File: config.mk
export PLATFORM = sky130hd
export DESIGN_NAME = gmcp_cell_upd
export DESIGN_NICKNAME = d
export VERILOG_FILES = /design/src/rtl/core/grid_min_cost_path_unit_macros.svh /design/src/rtl/core/gmcp_pkg.sv /design/src/rtl/core/gmcp_cell_upd.sv
export SDC_FILE = /design/constraint.sdc
export NUM_CORES = 1
export LEC_CHECK = 0
export BUFFER_PORTS_ARGS = -buffer_cell sky130_fd_sc_hd__buf_2
export CELL_PAD_IN_SITES_DETAIL_PLACEMENT = 1
export CELL_PAD_IN_SITES_GLOBAL_PLACEMENT = 1
export CORE_AREA = 10 10 105 117
export DETAILED_ROUTE_END_ITERATION = 8
export DIE_AREA = 0 0 115 127
export MAX_ROUTING_LAYER = met4
export PLACE_DENSITY_LB_ADDON = 0.3
export SLEW_MARGIN = 20
export SYNTH_ARGS = -nofsm -noshare
export SYNTH_HDL_FRONTEND = slang
export SYNTH_SLANG_ARGS = --single-unit
File: constraint.sdc
create_clock -name clk_i -period 13.9 [get_ports clk_i]
set_input_delay 1.39 -clock clk_i [delete_from_list [all_inputs] [get_ports clk_i]]
set_output_delay 1.39 -clock clk_i [all_outputs]
set_load 0.05 [all_outputs]
File: src/rtl/core/grid_min_cost_path_unit_macros.svh
// ----------------------------------------------------------------------------
// grid_min_cost_path_unit assertion macros
// Shared concurrent assertion forms for the grid path unit.
// ----------------------------------------------------------------------------
`ifndef GRID_MIN_COST_PATH_UNIT_MACROS_SVH
`define GRID_MIN_COST_PATH_UNIT_MACROS_SVH

// Plain property, checked every cycle out of reset.
`define GMCP_ASSERT(lbl, clk, rstn, prop, msg) \
  lbl: assert property (@(posedge clk) disable iff (!rstn) (prop)) else $error(msg);

// Antecedent in one cycle, consequent in the next.
`define GMCP_ASSERT_NEXT(lbl, clk, rstn, ante, cons, msg) \
  lbl: assert property (@(posedge clk) disable iff (!rstn) (ante) |=> (cons)) else $error(msg);

`endif

File: src/rtl/core/gmcp_pkg.sv
// ----------------------------------------------------------------------------
// gmcp_pkg
// Types and constants shared by the grid min cost path unit.
// ----------------------------------------------------------------------------
package gmcp_pkg;

  localparam int unsigned MaxCols  = 256;
  localparam int unsigned MaxRows  = 256;
  localparam int unsigned ColW     = $clog2(MaxCols);
  localparam int unsigned RowW     = $clog2(MaxRows);
  localparam int unsigned DimW     = 9;
  localparam int unsigned CostW    = 30;
  localparam int unsigned StepW    = 8;
  localparam int unsigned KindW    = 2;
  localparam int unsigned CfgIdxW  = 2;

  localparam logic [CostW-1:0] UnreachCost = CostW'(1000000000);

  localparam logic [KindW-1:0] KindPlain = 2'd0;
  localparam logic [KindW-1:0] KindSlow  = 2'd1;
  localparam logic [KindW-1:0] KindWall  = 2'd2;
  localparam logic [KindW-1:0] KindOther = 2'd3;

  localparam logic [CfgIdxW-1:0] RegGridRows = 2'd0;
  localparam logic [CfgIdxW-1:0] RegGridCols = 2'd1;
  localparam logic [CfgIdxW-1:0] RegCostSlow = 2'd2;
  localparam logic [CfgIdxW-1:0] RegCostPlain = 2'd3;

  // One line buffer entry: a cell's best cost, kind and reach bit.
  typedef struct packed {
    logic             reach;
    logic [KindW-1:0] kind;
    logic [CostW-1:0] cost;
  } gmcp_cell_t;

  // Control of the item in the update stage.
  typedef struct packed {
    logic             valid;
    logic             first;
    logic             has_left;
    logic             has_above;
    logic             last;
    logic [ColW-1:0]  col;
    logic [KindW-1:0] kind;
  } gmcp_ctrl_t;

  typedef struct packed {
    logic [CostW-1:0] path_cost;
    logic             reachable;
  } gmcp_res_t;

endpackage

File: src/rtl/core/gmcp_cell_upd.sv
// ----------------------------------------------------------------------------
// gmcp_cell_upd
// Cell recurrence: best of left and above neighbor plus the exit step cost.
// Holds the left neighbor state.
// ----------------------------------------------------------------------------
module gmcp_cell_upd (
  input  logic                          clk_i,
  input  logic                          rst_ni,
  input  gmcp_pkg::gmcp_ctrl_t          ctrl_i,
  input  gmcp_pkg::gmcp_cell_t          above_i,
  input  logic [gmcp_pkg::StepW-1:0]    cost_slow_i,
  input  logic [gmcp_pkg::StepW-1:0]    cost_plain_i,
  output gmcp_pkg::gmcp_cell_t          cell_o
);
  import gmcp_pkg::*;

  gmcp_cell_t left_q;

  logic             left_ok;
  logic             above_ok;
  logic [StepW-1:0] left_step;
  logic [StepW-1:0] above_step;
  logic [CostW:0]   left_cand;
  logic [CostW:0]   above_cand;
  logic [CostW:0]   best;

  always_comb begin
    left_step  = (left_q.kind == KindSlow) ? cost_slow_i : cost_plain_i;
    above_step = (above_i.kind == KindSlow) ? cost_slow_i : cost_plain_i;
    left_cand  = {1'b0, left_q.cost} + {{(CostW+1-StepW){1'b0}}, left_step};
    above_cand = {1'b0, above_i.cost} + {{(CostW+1-StepW){1'b0}}, above_step};
    left_ok    = ctrl_i.has_left && left_q.reach &&
                 ((left_q.kind == KindPlain) || (left_q.kind == KindSlow));
    above_ok   = ctrl_i.has_above && above_i.reach &&
                 ((above_i.kind == KindPlain) || (above_i.kind == KindSlow));
    if (ctrl_i.kind == KindWall) begin
      left_ok  = 1'b0;
      above_ok = 1'b0;
    end
    if (left_ok && above_ok) begin
      best = (above_cand < left_cand) ? above_cand : left_cand;
    end else if (above_ok) begin
      best = above_cand;
    end else begin
      best = left_cand;
    end
    cell_o.kind = ctrl_i.kind;
    if (ctrl_i.first) begin
      cell_o.reach = 1'b1;
      cell_o.cost  = '0;
    end else if (left_ok || above_ok) begin
      cell_o.reach = 1'b1;
      cell_o.cost  = best[CostW-1:0];
    end else begin
      cell_o.reach = 1'b0;
      cell_o.cost  = '0;
    end
  end

  always_ff @(posedge clk_i or negedge rst_ni) begin
    if (!rst_ni) begin
      left_q <= '0;
    end else if (ctrl_i.valid) begin
      left_q <= cell_o;
    end
  end

endmodule

## After elaboration in Yosys (flattened, before gate mapping)

Index checks and enable logic that the tools add are counted.

| word-level totals | value |
|---|---|
| register bits | 33 |
| bits of input ports | 66 |
| output and inout port bits | 33 |

| cells by class | value |
|---|---|
| add/subtract/negate cells | 2 |
| magnitude comparators | 1 |
| eq/ne operators | 3 |
| multiplexer cells | 11 |
| reduce and logical (&&, ||, !) cells | 10 |

Operators with widths:

| kind | number |
|---|---|
| 2-to-1 mux 30 bit | 5 |
| adder 30 x 8 -> 31 bit | 2 |
| less-than comparator 31 bit | 1 |
| 2-to-1 mux 8 bit | 2 |
| logical AND 1 bit | 5 |
| equality test 2 x 1 -> 1 bit (second input constant) | 2 |
| zero test 2 bit | 2 |
| 2-to-1 mux 1 bit | 4 |
| logical OR 1 bit | 3 |
| equality test 2 bit (second input constant) | 1 |

## Longest topological paths before layout

Gate-level depths: netlist of the first run.

| logic depth | value |
|---|---|
| depth after elaboration | 8 |
| depth in mapped cells | 21 |
| gate-level depth less buffers | 18 |

## Worst setup path before layout of the first run

Ideal clock, no wire load.

| timing path | value |
|---|---|
| path type | in2out |
| from | input above_i[31] (netlist name) |
| to | output cell_o[29] (netlist name) |
| arrival | 6.099 ns |
| required time | 12.510 ns |
| path slack | 6.411 ns |
| stages | 19 |
| buffers on the path | 2 |
| path through | nand2b_1 -> clkbuf_1 -> mux2_2 -> ha_1 -> a21o_1 -> or3_1 -> o21a_1 -> and4_1 -> xnor2_1 -> inv_1 -> ha_1 -> a21oi_1 -> o21ai_0 -> a211oi_1 -> o211ai_1 -> a22oi_4 -> buf_6 -> nor3_1 -> nor3_1 |

RTL lines:

| element | line | source |
|---|---|---|
| from (decl) | gmcp_cell_upd.sv:10 | `input gmcp_pkg::gmcp_cell_t above_i,` |
| to (decl) | gmcp_cell_upd.sv:13 | `output gmcp_pkg::gmcp_cell_t cell_o` |

==> results of run 1 <==
-- layout by cell type (no fill, tap or decap), drive strengths merged, types with 12 or more instances in the layout --
cell type,netlist,final
a21oi,29,29
and3,17,17
buf,8,93
dfrtp,33,33
ha,48,48
inv,32,32
mux2,24,24
mux2i,20,20
nand2,34,34
nand2b,12,12
nand3,16,16
nand4,13,13
nor2,39,39
o21ai,14,14
o2bb2ai,24,24
xnor2,39,39
xor2,14,14
-- cells by family after synthesis --
logic type,share of synthesized area
simple gates,0.190
compound gates,0.192
xor+xnor,0.109
buf+inv,0.0549
fa+ha+maj,0.150
mux,0.110
flops,0.194
-- final cells by class --
class,count,area [um2]
Multi-Input combinational cell,414,3200
Timing Repair Buffer,93,475
Fill cell,1240,5110
Clock inverter,1,5.00
Tap cell,123,154
Clock buffer,7,153
Sequential cell,33,826
Inverter,32,120
-- per-stage QoR --
step,hold slack (ns),util,cell area [um2],std cells,total power [mW]
global route,0.528,0.491,4940,703,0.390
floorplan,0.461,-,4260,500,0.204
detailed placement,0.485,0.475,4780,695,0.246
finish,0.496,0.491,4940,703,0.367
CTS,0.500,0.491,4940,703,0.369
global placement,0.477,0.475,4780,695,0.239
-- routing by layer --
metal,track usage,part of all wire,vias to the layer above,wire length (um)
met1,0.220,0.42,1991,5950
met2,0.355,0.52,74,7360
met5,-,0,-,0
met4,0.0517,0.016,0,222
li1,-,-,1976,-
met3,0.0276,0.036,19,508
-- where the power goes --
group | switching [mW] | total (mW) | internal, mW
Combinational | 0.0870 | 0.143 | 0.0564
Sequential | 0.00233 | 0.101 | 0.0990
Clock | 0.0461 | 0.122 | 0.0760
-- worst max-delay path by stage --
stage / slack (ns) / from / to / cells past startpoint
3_5_place_dp: 5.36 / above_i[31] / cell_o[24] / 21
5_1_grt: 5.00 / above_i[31] / cell_o[24] / 21
2_1_floorplan: 6.41 / above_i[31] / cell_o[29] / 19
3_3_place_gp: 5.53 / above_i[31] / cell_o[24] / 21
4_1_cts: 5.35 / above_i[31] / cell_o[24] / 21
6_report: 5.41 / above_i[31] / cell_o[24] / 21
-- synthesized netlist by cell type (5+ instances only) --
| master | count | area share |
|---|---|---|
| a21o_1 | 6 | 0.011 |
| a21oi_1 | 29 | 0.034 |
| and3_1 | 17 | 0.025 |
| clkbuf_1 | 13 | 0.011 |
| dfrtp_1 | 33 | 0.19 |
| ha_1 | 48 | 0.14 |
| inv_1 | 32 | 0.028 |
| mux2_2 | 21 | 0.055 |
| mux2i_1 | 20 | 0.047 |
| nand2_1 | 34 | 0.030 |
| nand2b_1 | 12 | 0.018 |
| nand3_1 | 16 | 0.019 |
| nand4_1 | 11 | 0.016 |
| nor2_1 | 39 | 0.034 |
| nor3_1 | 6 | 0.0070 |
| o2111ai_1 | 5 | 0.010 |
| o211ai_1 | 9 | 0.016 |
| o21ai_0 | 11 | 0.013 |
| o2bb2ai_1 | 24 | 0.049 |
| xnor2_1 | 39 | 0.080 |
| xor2_1 | 14 | 0.029 |
==> results.tsv, run 1 <==
stage	metric	value	unit
run_status	outcome	complete, no violations	
synthesis	synthCells	500	
clock_network	ctsResizeCount	0	
floorplanning	io_pins	99	
pwr	p_leak	2.24	nW
placed_design	place.gp.congestion	0.877	
worst_setup_path	crit_path_start_kind	primary input	
grt	antenna_found_initial	0	
timing	max_freq	118	MHz
timing	grt_setup_unrepaired	false	
synthesis	syn_nets	616	
timing	skew	0.00269	ns
final_layout	diodes	0	
drt	wl_per_cell	20.0	um
clock_network	cts_buffers	5	
worst_setup_path	slowest_delay	0.61	ns
drt	dr.first_iter.drc_count	165	
final_layout	top_regs	left_q (33)	
synthesis	syn-cell-area	4260	um2
synthesis	yosysWarnings	0	
run	maxCapViolations	0	
final_layout	drive_above_1_share	0.233	
drt	antenna_left	0	
pwr	powerDensity	74.3	nW/um2
hold_path	holdCritPathClass	reg2reg	
worst_setup_path	crit_family	compound AO/OA/AOI/OAI gates	
worst_setup_path	crit_fanout	19	
timing	worst_pin_slew	1.05	ns
drt	vias_per_cell	5.78	
grt	grt.overflow.total	0	
final_layout	synthToLayoutAreaGrowth	15.8	%
worst_setup_path	path_cells	buf_2 > nand2b_1 > mux2_2 > ha_1 > fa_1 > nand3_1 > a21oi_1 > o21a_1 > and4_1 > xnor2_1 > inv_1 > ha_1 > a21oi_1 > o21ai_0 > a211oi_1 > o211ai_1 > a22oi_4 > buf_4 > mux2_2 > nor2_1 > buf_2	
placed_design	port_buffers	89	
timing	relSlewSlack	0.297	
floorplanning	die_h	127	um
clock_network	clk_pin_slew	0.06	ns
grt	grt_pass1_wl	23.0	mm
floorplanning	core_area	10100	um2
floorplanning	num_rows	39	
placed_design	place_hpwl	11.0	mm
final_layout	nNetsFinal	695	
floorplanning	die_area	14600	um2
pwr	peakVddDrop	59.5	uV
timing	period_needed	8.49	ns
drt	remaining_drc_errors	0	
clock_network	cts_hold_buf	0	
synthesis	syn_avg_cell_area	8.53	um2
synthesis	synth.distinct_cells	55	
synthesis	synth_enable_flop_cells	0	
timing	fin_ws	5.41	ns
clock_network	cts_tree	built	
timing	slew_viol_final	0	
worst_setup_path	reg2reg_slack	8.14	ns
grt	track_usage	0.197	
clock_network	htree_levels	2	
drt	drt-pass1-iter-count	4	
worst_setup_path	r2r-start	left_q[31]	
hold_path	min_from	left_q[3]	
clock_network	postCtsSetupBuffers	0	
worst_setup_path	r2r_end	left_q[24]	
worst_setup_path	worstPathArrival	7.10	ns
worst_setup_path	r2r_cells	17	
worst_setup_path	worstSetupPathType	in2out	
floorplanning	die_x	115	um
timing	hold_viol_final	0	
drt	wl	14.0	mm
worst_setup_path	cp-end-kind	output pin	
worst_setup_path	slowest_stage	a22oi_4	
drt	num_vias	4060	
synthesis	ys_ff_latch	33	
clock_network	clockBufferDepth	2	
worst_setup_path	required	12.51	ns
timing	min_period_over_period	0.611	
placed_design	place_worst_setup_slack	5.36	ns
clock_network	root_buffer	clkbuf_16	
floorplanning	start_util	0.424	
clock_network	clk_latency	0.28	ns
hold_path	holdPathEnd	left_q[3]	
synthesis	ys_async_sr_fraction	1.00	
final_layout	largest_reg_flops	33	
timing	setup_viol	0	
final_layout	top_register	left_q	
synthesis	ys.flop_type	dfrtp_1	
synthesis	ys_seq_area_frac	0.194	
hold_path	hold_depth	1	
timing	fin_setup_tns	0	ns
grt	grt_pass1_vias	4572	
grt	grt_max_degree	34	
clock_network	clock-sinks	33	
worst_setup_path	path_buf_inv	4	
Note: power is estimated with default switching activity, not from simulation.
==> run 2, diff against run 1 <==
--- a/config.mk
+++ b/config.mk
@@ -5,12 +5,13 @@
 export SDC_FILE = /design/constraint.sdc
 export NUM_CORES = 1
 export LEC_CHECK = 0
+export ABC_AREA = 1
 export BUFFER_PORTS_ARGS = -buffer_cell sky130_fd_sc_hd__buf_2
 export CELL_PAD_IN_SITES_DETAIL_PLACEMENT = 1
 export CELL_PAD_IN_SITES_GLOBAL_PLACEMENT = 1
-export CORE_AREA = 10 10 105 117
+export CORE_AREA = 10 10 131 145
 export DETAILED_ROUTE_END_ITERATION = 8
-export DIE_AREA = 0 0 115 127
+export DIE_AREA = 0 0 141 155
 export MAX_ROUTING_LAYER = met4
 export PLACE_DENSITY_LB_ADDON = 0.3
 export SLEW_MARGIN = 20
==> constraint.sdc (replaced) <==
create_clock -name clk_i -period 8.9 [get_ports clk_i]
set_input_delay 0.89 -clock clk_i [delete_from_list [all_inputs] [get_ports clk_i]]
set_output_delay 0.89 -clock clk_i [all_outputs]
set_load 0.05 [all_outputs]
==> run 2 against run 1 <==
Sequential share of layout area down 4.7 points. Final cell count up 100%. Die area up 50%. Synthesized cell count up 130%. Largest cell class unchanged. Sequential cell count unchanged. Highest routed layer unchanged. Clock-buffer cell count unchanged. First-iteration DRC count up 130%.
==> results.tsv, run 2 <==
stage	metric	value	unit
drt	vias_per_cell	5.19	
synthesis	synth_enable_flop_cells	0	
worst_setup_path	crit_path_start_kind	primary input	
synthesis	synth_top_cell_area_share	0.294	
placed_design	place_worst_setup_slack	2.18	ns
timing	hold_viol_final	0	
timing	max_freq	151	MHz
synthesis	ys_ff_latch	33	
placed_design	place.gp.congestion	0.928	
timing	fin_setup_tns	0	ns
clock_network	cts_buffers	5	
floorplanning	core_area	16100	um2
final_layout	top_regs	left_q (33)	
clock_network	cts_hold_buf	0	
floorplanning	io_pins	99	
worst_setup_path	required	8.01	ns
synthesis	syn_nets	1259	
final_layout	drive_above_1_share	0.116	
synthesis	synth_compound_area_frac	0.0437	
clock_network	ctsResizeCount	0	
worst_setup_path	worstSetupPathType	in2out	
pwr	p_leak	3.90	nW
clock_network	clk_pin_slew	0.06	ns
floorplanning	die_x	141	um
synthesis	synth-adder-area-share	0.105	
clock_network	postCtsSetupBuffers	0	
worst_setup_path	r2r_cells	25	
hold_path	min_from	left_q[30]	
synthesis	syn-cell-area	6120	um2
final_layout	mostFrequentLayoutCell	nand2_1	
synthesis	ys.flop_type	dfrtp_1	
timing	grt_setup_unrepaired	false	
grt	antenna_found_initial	0	
pwr	powerDensity	90.2	nW/um2
placed_design	dp.cells	1410	
final_layout	multi_input_area	4560	um2
timing	slew_viol_final	0	
timing	worst_pin_slew	1.12	ns
synthesis	synth.distinct_cells	32	
synthesis	yosysWarnings	0	
final_layout	final_cell_mix	478 x nand2_1, 157 x inv_1, 146 x nand3_1	
final_layout	top_register	left_q	
hold_path	holdCritPathClass	reg2reg	
timing	period_needed	6.64	ns
final_layout	synthToLayoutAreaGrowth	12.0	%
timing	skew	0.00373	ns
final_layout	nNetsFinal	1329	
timing	hold_ws	0.476	ns
clock_network	htree_levels	2	
timing	fin_ws	2.26	ns
final_layout	largest_reg_flops	33	
synthesis	synth_xor_xnor_area_share	0.0241	
synthesis	synth.most_common_cell	nand2_1	
worst_setup_path	worstPathArrival	5.75	ns
drt	drt-pass1-iter-count	5	
timing	relSlewSlack	0.253	
run	maxCapViolations	0	
placed_design	place_hpwl	19.9	mm
clock_network	cts_tree	built	
drt	wl_per_cell	16.7	um
synthesis	synthTopCellsByArea	nand2_1 29%, dfrtp_1 13%, nand3_1 12%	
clock_network	clk_latency	0.29	ns
synthesis	synthTopCellsByCount	479 x nand2_1, 158 x inv_1, 146 x nand3_1, 89 x nor2_1, 48 x ha_1	
final_layout	seq_area	826	um2
drt	antenna_left	0	
worst_setup_path	cp-end-kind	output pin	
clock_network	clockBufferDepth	2	
pwr	power.total	0.618	mW
placed_design	port_buffers	89	
worst_setup_path	crit_fanout	16	
synthesis	synth_top_area_cell	nand2_1	
run_status	outcome	complete, no violations	
drt	num_vias	7363	
synthesis	ys_seq_area_frac	0.135	
synthesis	syn_avg_cell_area	5.36	um2
worst_setup_path	r2r_end	left_q[25]	
timing	min_period_over_period	0.746	
drt	remaining_drc_errors	0	
floorplanning	die_area	21900	um2
clock_network	clock-sinks	33	
final_layout	diodes	0	
floorplanning	num_rows	49	
grt	grt_pass1_wl	38.3	mm
synthesis	synth-simple-area-share	0.569	
grt	grt.overflow.total	0	
final_layout	fillers	2385	
timing	setup_viol	0	
floorplanning	die_h	155	um
final_layout	final_cell_count_no_fill	1418	
worst_setup_path	r2r-start	left_q[31]	
drt	dr.first_iter.drc_count	376	
grt	track_usage	0.220	
drt	wl	23.7	mm
synthesis	synth_top_family_by_area	simple AND/OR/NAND/NOR gates	
clock_network	root_buffer	clkbuf_16	
synthesis	synthCells	1143	
hold_path	holdPathEnd	left_q[30]	
floorplanning	start_util	0.381	
synthesis	ys_async_sr_fraction	1.00	
grt	grt_max_degree	36	
hold_path	hold_depth	2	
worst_setup_path	reg2reg_slack	3.95	ns
pwr	peakVddDrop	49.3	uV
grt	grt_pass1_vias	7509	
synthesis	muxShareOfSynthArea	0	
[run 2: cell count changes after synthesis, moves of 18 or more]
cell | before | now
xnor2_1 | 39 | 5
inv_1 | 32 | 158
o2bb2ai_1 | 24 | 0
nand3_1 | 16 | 146
nor2_1 | 39 | 89
mux2_2 | 21 | 0
nand3b_1 | 1 | 19
nand2_1 | 34 | 479
mux2i_1 | 20 | 0
[run 2: cell families after synthesis]
| kind of cell | count (synthesis) |
|---|---|
| fa+ha+maj | 50 |
| compound gates | 50 |
| simple gates | 806 |
| xor+xnor | 16 |
| buf+inv | 188 |
| flops | 33 |
[run 2: cell type report]
cell class | instances | area share
well taps | 204 | 0.0372
repair buffers | 91 | 0.0672
clock buffers | 7 | 0.0223
flip-flops and latches | 33 | 0.120
inverters | 160 | 0.0876
multi-input cells | 922 | 0.665
clock inverters | 1 | 0.000730
[run 2: worst max-delay path by stage]
| stage | slack [ns] | to | startpoint | cells after the start |
|---|---|---|---|---|
| after floorplan | 3.46 | cell_o[2] | above_i[31] | 27 |
| after global placement | 2.29 | cell_o[21] | above_i[31] | 23 |
| after detailed placement | 2.18 | cell_o[15] | above_i[31] | 23 |
| after CTS | 2.16 | cell_o[15] | above_i[31] | 23 |
| after global routing | 1.88 | cell_o[11] | above_i[31] | 24 |
| final | 2.26 | cell_o[12] | above_i[31] | 23 |
[run 2: worst max-delay path, stage by stage]
cell and delay [ns]:
buf_2 0.09, inv_1 0.06, nand2_1 0.28, o21ai_0 0.69, fa_1 0.43, nand3_1 0.11, nand3_1 0.18, nand2_1 0.08
nand2_1 0.15, nand2_1 0.09, a211oi_1 0.39, ha_1 0.32, a21oi_1 0.12, o21ai_0 0.09, a21oi_1 0.14, nand2_1 0.11
a21oi_2 0.55, buf_4 0.34, nand2_1 0.08, nand3_1 0.09, nand2_1 0.12, inv_1 0.08, buf_2 0.25
[run 2: metal layers]
metal | share of wire | vias up | track usage | routed length (um)
met4 | 0.019 | 0 | 0.0507 | 439
met5 | 0 | - | - | 0
met1 | 0.47 | 3516 | 0.283 | 11100
li1 | - | 3708 | - | -
met2 | 0.49 | 114 | 0.374 | 11600
met3 | 0.023 | 25 | 0.0104 | 539
[run 2: where the power goes]
| part | total [mW] | internal (mW) | switching, mW |
|---|---|---|---|
| clock | 0.189 | 0.119 | 0.0706 |
| combinational | 0.271 | 0.0859 | 0.185 |
| sequential | 0.158 | 0.154 | 0.00358 |
| total | 0.618 | 0.359 | 0.260 |
[run 2: through the flow]
stage	cell area (um2)	util
after floorplan	6120	-
after global placement	6700	0.417
after detailed placement	6700	0.417
after CTS	6850	0.427
after global routing	6860	0.427
final	6860	0.427
