## config.mk

```make
export PLATFORM = sky130hd
export DESIGN_NAME = gmcp_res_fifo
export DESIGN_NICKNAME = d
export VERILOG_FILES = /design/src/rtl/core/grid_min_cost_path_unit_macros.svh /design/src/rtl/core/gmcp_pkg.sv /design/src/rtl/core/gmcp_res_fifo.sv
export SDC_FILE = /design/constraint.sdc
export NUM_CORES = 1
export LEC_CHECK = 0
export BUFFER_PORTS_ARGS = -buffer_cell sky130_fd_sc_hd__buf_2
export CORE_UTILIZATION = 30
export CTS_CLUSTER_DIAMETER = 50
export DETAILED_ROUTE_END_ITERATION = 16
export PLACE_DENSITY = 0.47
export SYNTH_ARGS = -nofsm -noshare
export SYNTH_HDL_FRONTEND = slang
export SYNTH_SLANG_ARGS = --single-unit
```

## constraint.sdc

```tcl
create_clock -name clk_i -period 4.7 [get_ports clk_i]
set_input_delay 0.94 -clock clk_i [delete_from_list [all_inputs] [get_ports clk_i]]
set_output_delay 0.94 -clock clk_i [all_outputs]
set_load 0.01 [all_outputs]
```

## src/rtl/core/grid_min_cost_path_unit_macros.svh

```systemverilog
// ----------------------------------------------------------------------------
// grid_min_cost_path_unit assertion macros
// Shared concurrent assertion forms for the grid path unit.
// ----------------------------------------------------------------------------
`ifndef GRID_MIN_COST_PATH_UNIT_MACROS_SVH
`define GRID_MIN_COST_PATH_UNIT_MACROS_SVH

// Plain property, checked every cycle out of reset.
`define GMCP_ASSERT(lbl, clk, rstn, prop, msg) \
  lbl: assert property (@(posedge clk) disable iff (!rstn) (prop)) else $error(msg);

// Antecedent in one cycle, consequent in the next.
`define GMCP_ASSERT_NEXT(lbl, clk, rstn, ante, cons, msg) \
  lbl: assert property (@(posedge clk) disable iff (!rstn) (ante) |=> (cons)) else $error(msg);

`endif

```

## src/rtl/core/gmcp_pkg.sv

```systemverilog
// ----------------------------------------------------------------------------
// gmcp_pkg
// Types and constants shared by the grid min cost path unit.
// ----------------------------------------------------------------------------
package gmcp_pkg;

  localparam int unsigned MaxCols  = 256;
  localparam int unsigned MaxRows  = 256;
  localparam int unsigned ColW     = $clog2(MaxCols);
  localparam int unsigned RowW     = $clog2(MaxRows);
  localparam int unsigned DimW     = 9;
  localparam int unsigned CostW    = 30;
  localparam int unsigned StepW    = 8;
  localparam int unsigned KindW    = 2;
  localparam int unsigned CfgIdxW  = 2;

  localparam logic [CostW-1:0] UnreachCost = CostW'(1000000000);

  localparam logic [KindW-1:0] KindPlain = 2'd0;
  localparam logic [KindW-1:0] KindSlow  = 2'd1;
  localparam logic [KindW-1:0] KindWall  = 2'd2;
  localparam logic [KindW-1:0] KindOther = 2'd3;

  localparam logic [CfgIdxW-1:0] RegGridRows = 2'd0;
  localparam logic [CfgIdxW-1:0] RegGridCols = 2'd1;
  localparam logic [CfgIdxW-1:0] RegCostSlow = 2'd2;
  localparam logic [CfgIdxW-1:0] RegCostPlain = 2'd3;

  // One line buffer entry: a cell's best cost, kind and reach bit.
  typedef struct packed {
    logic             reach;
    logic [KindW-1:0] kind;
    logic [CostW-1:0] cost;
  } gmcp_cell_t;

  // Control of the item in the update stage.
  typedef struct packed {
    logic             valid;
    logic             first;
    logic             has_left;
    logic             has_above;
    logic             last;
    logic [ColW-1:0]  col;
    logic [KindW-1:0] kind;
  } gmcp_ctrl_t;

  typedef struct packed {
    logic [CostW-1:0] path_cost;
    logic             reachable;
  } gmcp_res_t;

endpackage

```

## src/rtl/core/gmcp_res_fifo.sv

```systemverilog
// ----------------------------------------------------------------------------
// gmcp_res_fifo
// Three-entry result queue between the update stage and the output channel.
// ----------------------------------------------------------------------------
module gmcp_res_fifo (
  input  logic                clk_i,
  input  logic                rst_ni,
  input  logic                push_i,
  input  gmcp_pkg::gmcp_res_t push_data_i,
  output logic                valid_o,
  input  logic                stall_i,
  output gmcp_pkg::gmcp_res_t data_o,
  output logic [1:0]          count_o
);
  import gmcp_pkg::*;

  gmcp_res_t  entry_q [3];
  logic [1:0] wr_ptr_q;
  logic [1:0] rd_ptr_q;
  logic [1:0] count_q;
  logic [1:0] count_d;
  logic       pop;

  function automatic logic [1:0] ptr_inc(input logic [1:0] ptr);
    return (ptr == 2'd2) ? 2'd0 : ptr + 2'd1;
  endfunction

  assign valid_o = (count_q != 2'd0);
  assign pop     = valid_o && !stall_i;
  assign data_o  = entry_q[rd_ptr_q];
  assign count_o = count_q;

  always_comb begin
    count_d = count_q;
    if (push_i && !pop) begin
      count_d = count_q + 2'd1;
    end else if (pop && !push_i) begin
      count_d = count_q - 2'd1;
    end
  end

  always_ff @(posedge clk_i) begin
    if (push_i) begin
      entry_q[wr_ptr_q] <= push_data_i;
    end
  end

  always_ff @(posedge clk_i or negedge rst_ni) begin
    if (!rst_ni) begin
      wr_ptr_q <= 2'd0;
      rd_ptr_q <= 2'd0;
      count_q  <= 2'd0;
    end else begin
      count_q <= count_d;
      if (push_i) begin
        wr_ptr_q <= ptr_inc(wr_ptr_q);
      end
      if (pop) begin
        rd_ptr_q <= ptr_inc(rd_ptr_q);
      end
    end
  end

endmodule

```

### After elaboration in Yosys (flattened, before gate mapping)

Memories as Yosys holds them, arrays and structs flattened.
Index checks and enable logic that the tools add are counted.

| storage, ports and cells | value |
|---|---|
| bits in registers | 6 |
| RAM bits | 93 |
| input port bits | 35 |
| output and inout port bits | 34 |
| word-level logic and storage cells | 24 |
| memories | 1 |

| cells by class | value |
|---|---|
| add/subtract/negate cells | 4 |
| equality and inequality tests | 2 |
| multiplexer cells | 6 |
| reduce and logical (&&, ||, !) cells | 8 |

Memories:

| name | words | bits a word | rd ports | clocked after memory_dff | write ports | line | text |
|---|---|---|---|---|---|---|---|
| entry_q | 3 | 31 | 1 | 0 | 1 | gmcp_res_fifo.sv:17 | `gmcp_res_t entry_q [3];` |

Operator list:

| kind | count |
|---|---|
| $mux 2 | 4 |
| $add 2x1->2 const B | 3 |
| $eq 2x2->1 const B | 2 |
| $reduce_bool 2->1 | 2 |
| $logic_and 1x1->1 | 3 |
| $logic_not 1->1 | 3 |
| $mux 1 | 2 |
| $sub 2x1->2 const B | 1 |

### Logic depth before layout (Yosys ltp)

Gate-level depths: netlist of the first run.

| depth | value |
|---|---|
| word-level depth | 5 |
| gate-level depth with buffers | 5 |

### Worst setup path before layout of the first run

OpenSTA, ideal clock, no wires.

| path | value |
|---|---|
| path type | input -> register |
| start | in push_i |
| end | mem entry_q[2][0] (netlist bit), enable pin |
| library setup time | 464 ps |
| data arrival time | 3310 ps |
| required time | 4236 ps |
| slack | 925 ps |
| stages | 2 |
| buffers on the path | 0 |
| cell sequence | inv_1 -> nor3b_1 |

| between the ends | value |
|---|---|
| longest elaborated chain between the ends | 2 |

RTL lines:

| item | line | text |
|---|---|---|
| start: declaration | gmcp_res_fifo.sv:8 | `input logic push_i,` |
| $mux 1 | gmcp_res_fifo.sv:43 | `if (push_i) begin` |
| $mux 1 (not written as such) | gmcp_res_fifo.sv:44 | `entry_q[wr_ptr_q] <= push_data_i;` |
| end: declaration | gmcp_res_fifo.sv:17 |  |

No other way between the ends.

==> results of run 1 <==
==> final cells by class <==
cell class	instances	area, um^2	area share
multi-input combinational	111	722	0.160
inverter	1	3.75	0.000834
clock buffer	11	233	0.0517
clock inverter	4	18.8	0.00417
timing repair buffer	70	368	0.0817
sequential	99	2950	0.654
tap	168	210	0.0467
==> state kept, by name (all words and copies together), names as in the netlist <==
register  flops
count_o       2
entry_q      93
wr_ptr_q      2
rd_ptr_q      2
==> synth_stat cells <==
cell type / count / area, um^2
clkbuf_1: 1 / 3.75
o21bai_2: 1 / 11.3
or2_2: 1 / 6.26
buf_12: 3 / 60.1
nand2b_1: 1 / 6.26
mux2i_1: 31 / 310
nor3_1: 2 / 10.0
ha_1: 1 / 12.5
buf_6: 1 / 11.3
inv_1: 1 / 3.75
buf_2: 6 / 30.0
nor3b_1: 1 / 7.51
edfxtp_1: 93 / 2790
xor2_1: 2 / 17.5
o21ai_1: 28 / 140
o21ai_0: 4 / 20.0
xnor2_1: 1 / 8.76
nor2_1: 2 / 7.51
a21o_1: 3 / 22.5
dfrtp_1: 6 / 150
nand2_1: 33 / 124
==> report_power, final <==
part | total, uW | switching [uW] | internal (uW) | leakage [uW]
logic | 683 | 362 | 321 | 0.000592
clock network | 637 | 286 | 351 | 0.000127
registers | 1340 | 200 | 1140 | 0.000929
==> worst register-to-register path, cell delays in order (launching register included) <==
cell,delay (ns)
dfrtp_1,0.44
nor3b_2,0.85
buf_12,0.28
==> per-stage QoR <==
stage	utilization	std cells	setup WS [ns]	total power (uW)	area, um^2
floorplan	-	222	0.925	1800	3760
global placement	0.351	449	2.05	2070	4250
detailed placement	0.351	449	2.05	2070	4250
CTS	0.372	464	1.70	2720	4500
global route	0.372	464	1.58	2830	4500
finish	0.372	464	1.75	2660	4500
==> layer usage <==
metal / up-vias / global-route usage / share of wire
met3: 5 / 0.0494 / 0.056
met1: 950 / 0.136 / 0.44
met4: 0 / 0.0390 / 0.012
met2: 45 / 0.180 / 0.49
li1: 967 / - / -
met5: - / 0 / 0
==> logic make-up after synthesis <==
kind of cell               count (synthesis)  synth area share
AOI/OAI and AO/OA                         36            0.0516
xor gates and xnor gates                   3           0.00700
adders and majority gates                  1           0.00333
buffers and inverters                     12            0.0290
DFF                                       99             0.783
muxes                                     31            0.0826
and+or+nand+nor                           40            0.0430
==> worst paths after layout <==
kind	slack, ns	cells past startpoint	start	endpoint
worst min-delay path	0.42	1	rst_ni	count_o[0]
worst max-delay path	1.75	3	rd_ptr_q[0]	data_o[1]
max in group asynchronous	4.11	1	rst_ni	rd_ptr_q[1]
worst min register to register	0.53	1	count_o[1]	count_o[1]
min in group clk_i	0.53	1	count_o[1]	count_o[1]
worst max register to register	2.82	2	wr_ptr_q[1]	entry_q[2][7]
==> summary.md, run 1 <==
| Metric | Value |
|---|---|
| Synthesis-stage register bit count | 99 |
| Die area | 13000 um^2 |
| Post-synthesis sequential area ratio | 0.783 |
| GRT Util Overall | 0.113 |
| IO Port Bufs | 68 |
| Die Wd | 114 um |
| Syn. warnings | 0 |
| Final slew viol count | 0 |
| TritonCTS clock tree | done |
| CTS Root Cell | clkbuf_16 |
| Clock slew at reported path FFs | 0.06 ns |
| Synth unique cells | 21 |
| CTS sink count | 99 |
| CP Max Fanout | 34 |
| Clock latency on the worst-skew pair | 0.34 ns |
| # Max-Cap Violations | 0 |
| Total nets after synthesis | 258 |
| Total gr overflow | 0 |
| Critical Path, Cell by Cell | mux2i_1 -> o21ai_0 -> buf_2 |
| Buf/Inv on CP | 1 |
| # resized after CTS | 0 |
| Wire per inst | 14.4 um |
| IO Pins | 69 |
| Mapped Area | 3760 um^2 |
| Num CTS Buffers | 9 |
| Detail Placement HPWL | 3920 um |
| Initial antenna violation count | 0 |
| Min Hold Slack | 0.420 ns |
| Highest clock rate | 339 MHz |
| Tmin final | 2.95 ns |
| Vias per inst | 4.24 |
| Area Overhead vs Synth | 19.8% |
| TNS Setup | 0 ns |
| Critical Path End Type | output pin |
| Max stage delay on crit path | 1.06 ns |
| Mapped Cells | 222 |
| CP top delay family | flip-flops |
| Iter 0 DRT Violations | 101 |
| Fillers | 1199 |
| Worst vdd rail ir drop | 254 uV |
| Leakage | 0.00165 uW |
| Worst EP arrival | 2.01 ns |
| PD cells | 590 nW/um^2 |
| HP Class | input pin to async pin |
| Post-route DRC | 0 |
| Status | complete, no violations |
| Synth Area per Inst | 16.9 um^2 |
| Worst rel slew slack | 0.259 |
| Clock Path Buffers | 2 |
| Via count | 1967 |
| Commonest non-fill, non-tap cells in the layout | edfxtp_1 (93), buf_2 (68), nand2_1 (33) |
| GPL Wtd Cong | 0.618 |
| CTS hold repair buffers | 0 |
| Fin crit share | 0.628 |
| Number of global-route vias before repair | 1979 |
| Largest net degree at the start of global routing | 66 |
| Post-route ant nets | 0 |
| CP max stage cell | dfrtp_2 |
| H-Tree Depth | 3 |
| Total wire length | 6660 um |
| Die Ht | 114 um |
| Starting Density | 0.310 |
| Clock Skew | 0.00394 ns |
| Startpoint Class | flip-flop |
| Core area | 12100 um^2 |
| Number of setup buffers added after CTS | 0 |
| Fin nets | 328 |
| Final setup fails | 0 |
| Final hold vios | 0 |
| Diodes inserted | 0 |
| Row count | 40 |
| First-pass GRT wire length | 10500 um |
| Proportion of layout cells with a drive suffix above 1 | 0.301 |
| Commonest non-fill, non-tap cell in the layout | edfxtp_1 |
| Worst slew pin tran | 1.11 ns |
| Drt first pass iters | 4 |
| CP Class | flip-flop to output pin |
| RSZ-0062 raised after global routing | false |
| Required time worst endpoint | 3.76 ns |
No activity file was read; power rests on OpenSTA's default activity.
==> run 2, diff against run 1 <==
- clock period: 4.7 -> 2.73 ns (I/O delays scaled with it)
==> run 2 against run 1 <==
Effect of this change:
- via count increased by 1.4%
- non-clock buffer count increased by 6
- die area unchanged
- register-to-register slack got worse by 1.8 ns
- clock skew about the same
- critical path type unchanged
==> summary.md, run 2 (synthesis results as in run 1) <==
| Metric | Value |
|---|---|
| Status | complete, no violations |
| Clock Skew | 0.00433 ns |
| Top reg by flops | entry_q |
| Busiest grt layer | met2 |
| P_int | 3340 uW |
| Tmin final | 2.31 ns |
| Die Wd | 114 um |
| IO Port Bufs | 68 |
| Row count | 40 |
| Proportion of layout cells with a drive suffix above 1 | 0.312 |
| Clock Path Buffers | 2 |
| Clock slew at reported path FFs | 0.06 ns |
| Max reg flops | 93 |
| Final worst slack | 0.420 ns |
| Met1 Usage GRT | 0.126 |
| Number of setup buffers added after CTS | 0 |
| Num CTS Buffers | 9 |
| Die Ht | 114 um |
| # Max-Cap Violations | 0 |
| Leakage | 0.00170 uW |
| PD cells | 1040 nW/um^2 |
| Crit Reg-Reg Startpoint | wr_ptr_q[0] |
| Met2 Use GR | 0.187 |
| Clock latency on the worst-skew pair | 0.33 ns |
| Switching portion of total power | 0.305 |
| Worst rel slew slack | 0.629 |
| Crit Reg-Reg Endpoint | entry_q[1][30] |
| Fin nets | 334 |
| First-pass GRT wire length | 10100 um |
| Post-route DRC | 0 |
| Number of global-route vias before repair | 1880 |
| Final setup fails | 0 |
| Required time worst endpoint | 2.18 ns |
| Wire per inst | 14.3 um |
| RSZ-0062 raised after global routing | false |
| Iter 0 DRT Violations | 73 |
| Area Overhead vs Synth | 22.6% |
| CP Max Fanout | 17 |
| CTS hold repair buffers | 0 |
| Critical Path End Type | output pin |
| Startpoint Class | flip-flop |
| GRT Util Overall | 0.111 |
| Total wire length | 6720 um |
| Total power | 4800 uW |
| Largest net degree at the start of global routing | 37 |
| # resized after CTS | 0 |
| Fin crit share | 0.846 |
| Inst Count DP | 455 |
| Seq pwr share | 0.452 |
| GPL Wtd Cong | 0.647 |
| Post-route ant nets | 0 |
| Starting Density | 0.310 |
| Vias per inst | 4.25 |
| HP Class | input pin to async pin |
| Final slew viol count | 0 |
| TNS Setup | 0 ns |
| Core area | 12100 um^2 |
| Comb power frac | 0.285 |
| Diodes inserted | 0 |
| Reg2reg setup slack | 1.02 ns |
| Worst slew pin tran | 0.556 ns |
| CTS sink count | 99 |
| TritonCTS clock tree | done |
| Detail Placement HPWL | 4310 um |
| Commonest non-fill, non-tap cells in the layout | edfxtp_1 (93), buf_2 (68), nand2_1 (33) |
| Setup WS pre-CTS | 0.718 ns |
| Total gr overflow | 0 |
| Drt first pass iters | 4 |
| IO Pins | 69 |
| Sw Pwr | 1460 uW |
| CP Class | flip-flop to output pin |
| Worst vdd rail ir drop | 490 uV |
| Final Non-Filler Cells | 469 |
| Initial antenna violation count | 0 |
| Via count | 1994 |
| Highest clock rate | 433 MHz |
| Clock Power Share | 0.263 |
| Met3 GRT Util | 0.0494 |
| Worst EP arrival | 1.76 ns |
| R2R depth | 3 |
| Die area | 13000 um^2 |
| Commonest non-fill, non-tap cell in the layout | edfxtp_1 |
| Final hold vios | 0 |
| H-Tree Depth | 3 |
| CTS Root Cell | clkbuf_16 |
==> run 2: changes by cell type in the layout (fill, tap and decap cells not counted), sizes merged <==
| cell | change |
|---|---|
| clkinv | -2 |
| buf | +6 |
| clkbuf | -1 |
| bufinv | +2 |
==> run 2: worst max-delay path by stage <==
stage	startpoint	endpoint	slack, ns	cells past startpoint
final	rd_ptr_q[0]	data_o[14]	0.42	4
after detailed placement	rd_ptr_q[0]	data_o[0]	0.72	4
after global routing	rd_ptr_q[0]	data_o[14]	0.27	4
after CTS	rd_ptr_q[0]	data_o[0]	0.35	4
after floorplan	push_i	entry_q[1][0]	0.37	2
after global placement	rd_ptr_q[0]	data_o[9]	0.72	4
==> run 2: area by class of cell <==
| class | instances | area (um^2) |
|---|---|---|
| clock buffer | 10 | 229 |
| clock inverter | 4 | 67.6 |
| fill | 1174 | 7510 |
| inverter | 1 | 3.75 |
| multi-input combinational | 111 | 734 |
| sequential | 99 | 2950 |
| tap | 168 | 210 |
| timing repair buffer | 76 | 413 |
==> run 2: metal layers <==
| metal | share of wire | wire (um) |
|---|---|---|
| met5 | 0 | 0 |
| met4 | 0.013 | 85 |
| met3 | 0.058 | 391 |
| met2 | 0.49 | 3300 |
| met1 | 0.44 | 2940 |
==> run 2: power groups by stage <==
stage | Combinational [uW] | Sequential (uW) | Clock, uW
after detailed placement | 1410 | 2220 | 0
after CTS | 1410 | 2180 | 1310
final | 1370 | 2170 | 1260
after global placement | 1410 | 2210 | 0
after floorplan | 1020 | 2070 | 0
after global routing | 1510 | 2210 | 1370
==> run 2: worst max-delay path, stage by stage, from the launching register on <==
cell	delay [ns]
dfrtp_2	0.66
buf_4	0.31
mux2i_1	0.20
o21ai_1	0.08
buf_2	0.17
==> run 2: through the flow <==
stage                     cell area [um^2]  utilization  hold slack (ns)
final                                 4600        0.380           0.0197
after global routing                  4600        0.380           0.0109
after CTS                             4600        0.380          0.00689
after detailed placement              4310        0.356            0.379
after global placement                4310        0.356            0.378
after floorplan                       3770            -            0.250
==> run 3, diff against run 2 <==
- clock period: 2.73 -> 2.15 ns (I/O delays scaled with it)
==> run 3 against run 2 <==
Effect of this change:
- sequential power up 25%
- largest cell class unchanged
- first-iteration DRC count up 21%
- register-to-register slack worse by 0.25 ns
- critical path type unchanged
- non-clock buffer count up 4
==> summary.md, run 3 (synthesis results as in run 1) <==
| Metric | Value |
|---|---|
| Fin crit share | 0.936 |
| Final slew viol count | 0 |
| Commonest non-fill, non-tap cell in the layout | edfxtp_1 |
| Top reg by flops | entry_q |
| Total gr overflow | 0 |
| CTS sink count | 99 |
| Drt first pass iters | 4 |
| Final hold vios | 0 |
| Final setup fails | 0 |
| GRT Util Overall | 0.117 |
| Largest net degree at the start of global routing | 34 |
| Number of global-route vias before repair | 2020 |
| Starting Density | 0.310 |
| Clock Path Buffers | 2 |
| CP top delay family | flip-flops |
| IO Port Bufs | 68 |
| Commonest non-fill, non-tap cells in the layout | edfxtp_1 (93), buf_2 (68), nand2_1 (33) |
| Worst vdd rail ir drop | 569 uV |
| Startpoint Class | flip-flop |
| Worst Setup SP | rd_ptr_q[0] |
| Clock Skew | 0.00520 ns |
| Proportion of layout cells with a drive suffix above 1 | 0.332 |
| CP max stage cell | dfrtp_4 |
| Worst rel slew slack | 0.774 |
| CP Class | flip-flop to output pin |
| Worst slew pin tran | 0.338 ns |
| Buf/Inv on CP | 2 |
| Wire per inst | 14.4 um |
| TritonCTS clock tree | done |
| Vias per inst | 4.23 |
| Worst EP arrival | 1.58 ns |
| Levels on crit path | 4 |
| Highest clock rate | 497 MHz |
| Initial antenna violation count | 1 |
| Post-route ant nets | 0 |
| Max reg flops | 93 |
| Status | complete, no violations |
| # Max-Cap Violations | 0 |
| RSZ-0062 raised after global routing | false |
| Iter 0 DRT Violations | 88 |
| Diodes inserted | 0 |
| H-Tree Depth | 3 |
| Min Hold Slack | 0.281 ns |
| PD cells | 1340 nW/um^2 |
| Tmin final | 2.01 ns |
| Number of setup buffers added after CTS | 0 |
| Die area | 13000 um^2 |
| CTS Root Cell | clkbuf_16 |
| TNS Setup | 0 ns |
| HP Class | input pin to flip-flop |
| Post-route DRC | 0 |
| Row count | 40 |
| WHS Path Cells | 1 |
| R2R depth | 4 |
| Die Ht | 114 um |
| GPL Wtd Cong | 0.697 |
| Via count | 2009 |
| HP Start | push_data_i[9] |
| Critical Path End Type | output pin |
| IO Pins | 69 |
| Total wire length | 6840 um |
| Clock latency on the worst-skew pair | 0.34 ns |
| Crit Reg-Reg Startpoint | count_o[0] |
| Detail Placement HPWL | 4510 um |
| CP Max Fanout | 10 |
| Fillers | 1173 |
| Num CTS Buffers | 9 |
| Core area | 12100 um^2 |
| Critical Path, Cell by Cell | buf_12 -> mux2i_1 -> o21ai_1 -> buf_2 |
| Max stage delay on crit path | 0.58 ns |
| Required time worst endpoint | 1.72 ns |
| Clock slew at reported path FFs | 0.07 ns |
| Leakage | 0.00173 uW |
| Area Overhead vs Synth | 24.7% |
| Fin nets | 338 |
| First-pass GRT wire length | 10800 um |
| Die Wd | 114 um |
## run 3: changes by cell type in the layout (fill, tap and decap cells not counted), moves of 2 or more
cell / previous run / this run
clkinvlp_4: 0 / 3
buf_12: 1 / 3
clkinv_2: 0 / 2
clkinv_1: 2 / 0
## run 3: through the flow
stage               power [uW]  area [um^2]   util  instances  setup slack [ns]
floorplan                 3930         3770      -        222           -0.0312
global placement          4670         4350  0.360        458             0.492
detailed placement        4690         4350  0.360        458             0.469
CTS                       6400         4680  0.387        475            0.0825
global route              6660         4680  0.387        475            0.0643
finish                    6280         4680  0.387        475             0.138
## run 3: metal layers
layer	share of wire	vias up	GRT usage
met2	0.50	53	0.191
met5	0.0019	-	0
met4	0.017	2	0.0494
li1	-	990	-
met3	0.061	13	0.0542
met1	0.42	951	0.132
## run 3: area by class of cell
type                       count  area, um^2  area share
clock buffer                   9         225      0.0481
sequential                    99        2950       0.629
multi-input combinational    111         734       0.157
tap                          168         210      0.0449
inverter                       1        3.75    0.000801
clock inverter                 7        92.6      0.0198
timing repair buffer          80         470       0.100
## run 3: path summary, 6_finish.rpt
| check | endpoint | slack (ns) |
|---|---|---|
| worst max-delay path | data_o[19] | 0.14 |
| worst min-delay path | entry_q[1][9] | 0.28 |
| worst max register to register | count_o[1] | 0.77 |
| worst min register to register | count_o[1] | 0.52 |
| max in group asynchronous | rd_ptr_q[0] | 1.56 |
| min in group asynchronous | wr_ptr_q[0] | 0.43 |
## run 3: what timing repair did
| item | CTS | global route |
|---|---|---|
| endpoints found under the setup margin | 0 | 2 |
| hold endpoints to repair | 6 | 0 |
| gates resized for setup | 0 | 1 |
| hold buffers | 1 | 0 |
## run 3: where the power goes
| group | switching (uW) | internal (uW) | leakage [uW] | total [uW] |
|---|---|---|---|---|
| clock | 684 | 1010 | 0.000147 | 1700 |
| combinational | 1050 | 829 | 0.000655 | 1880 |
| sequential | 219 | 2490 | 0.000929 | 2710 |
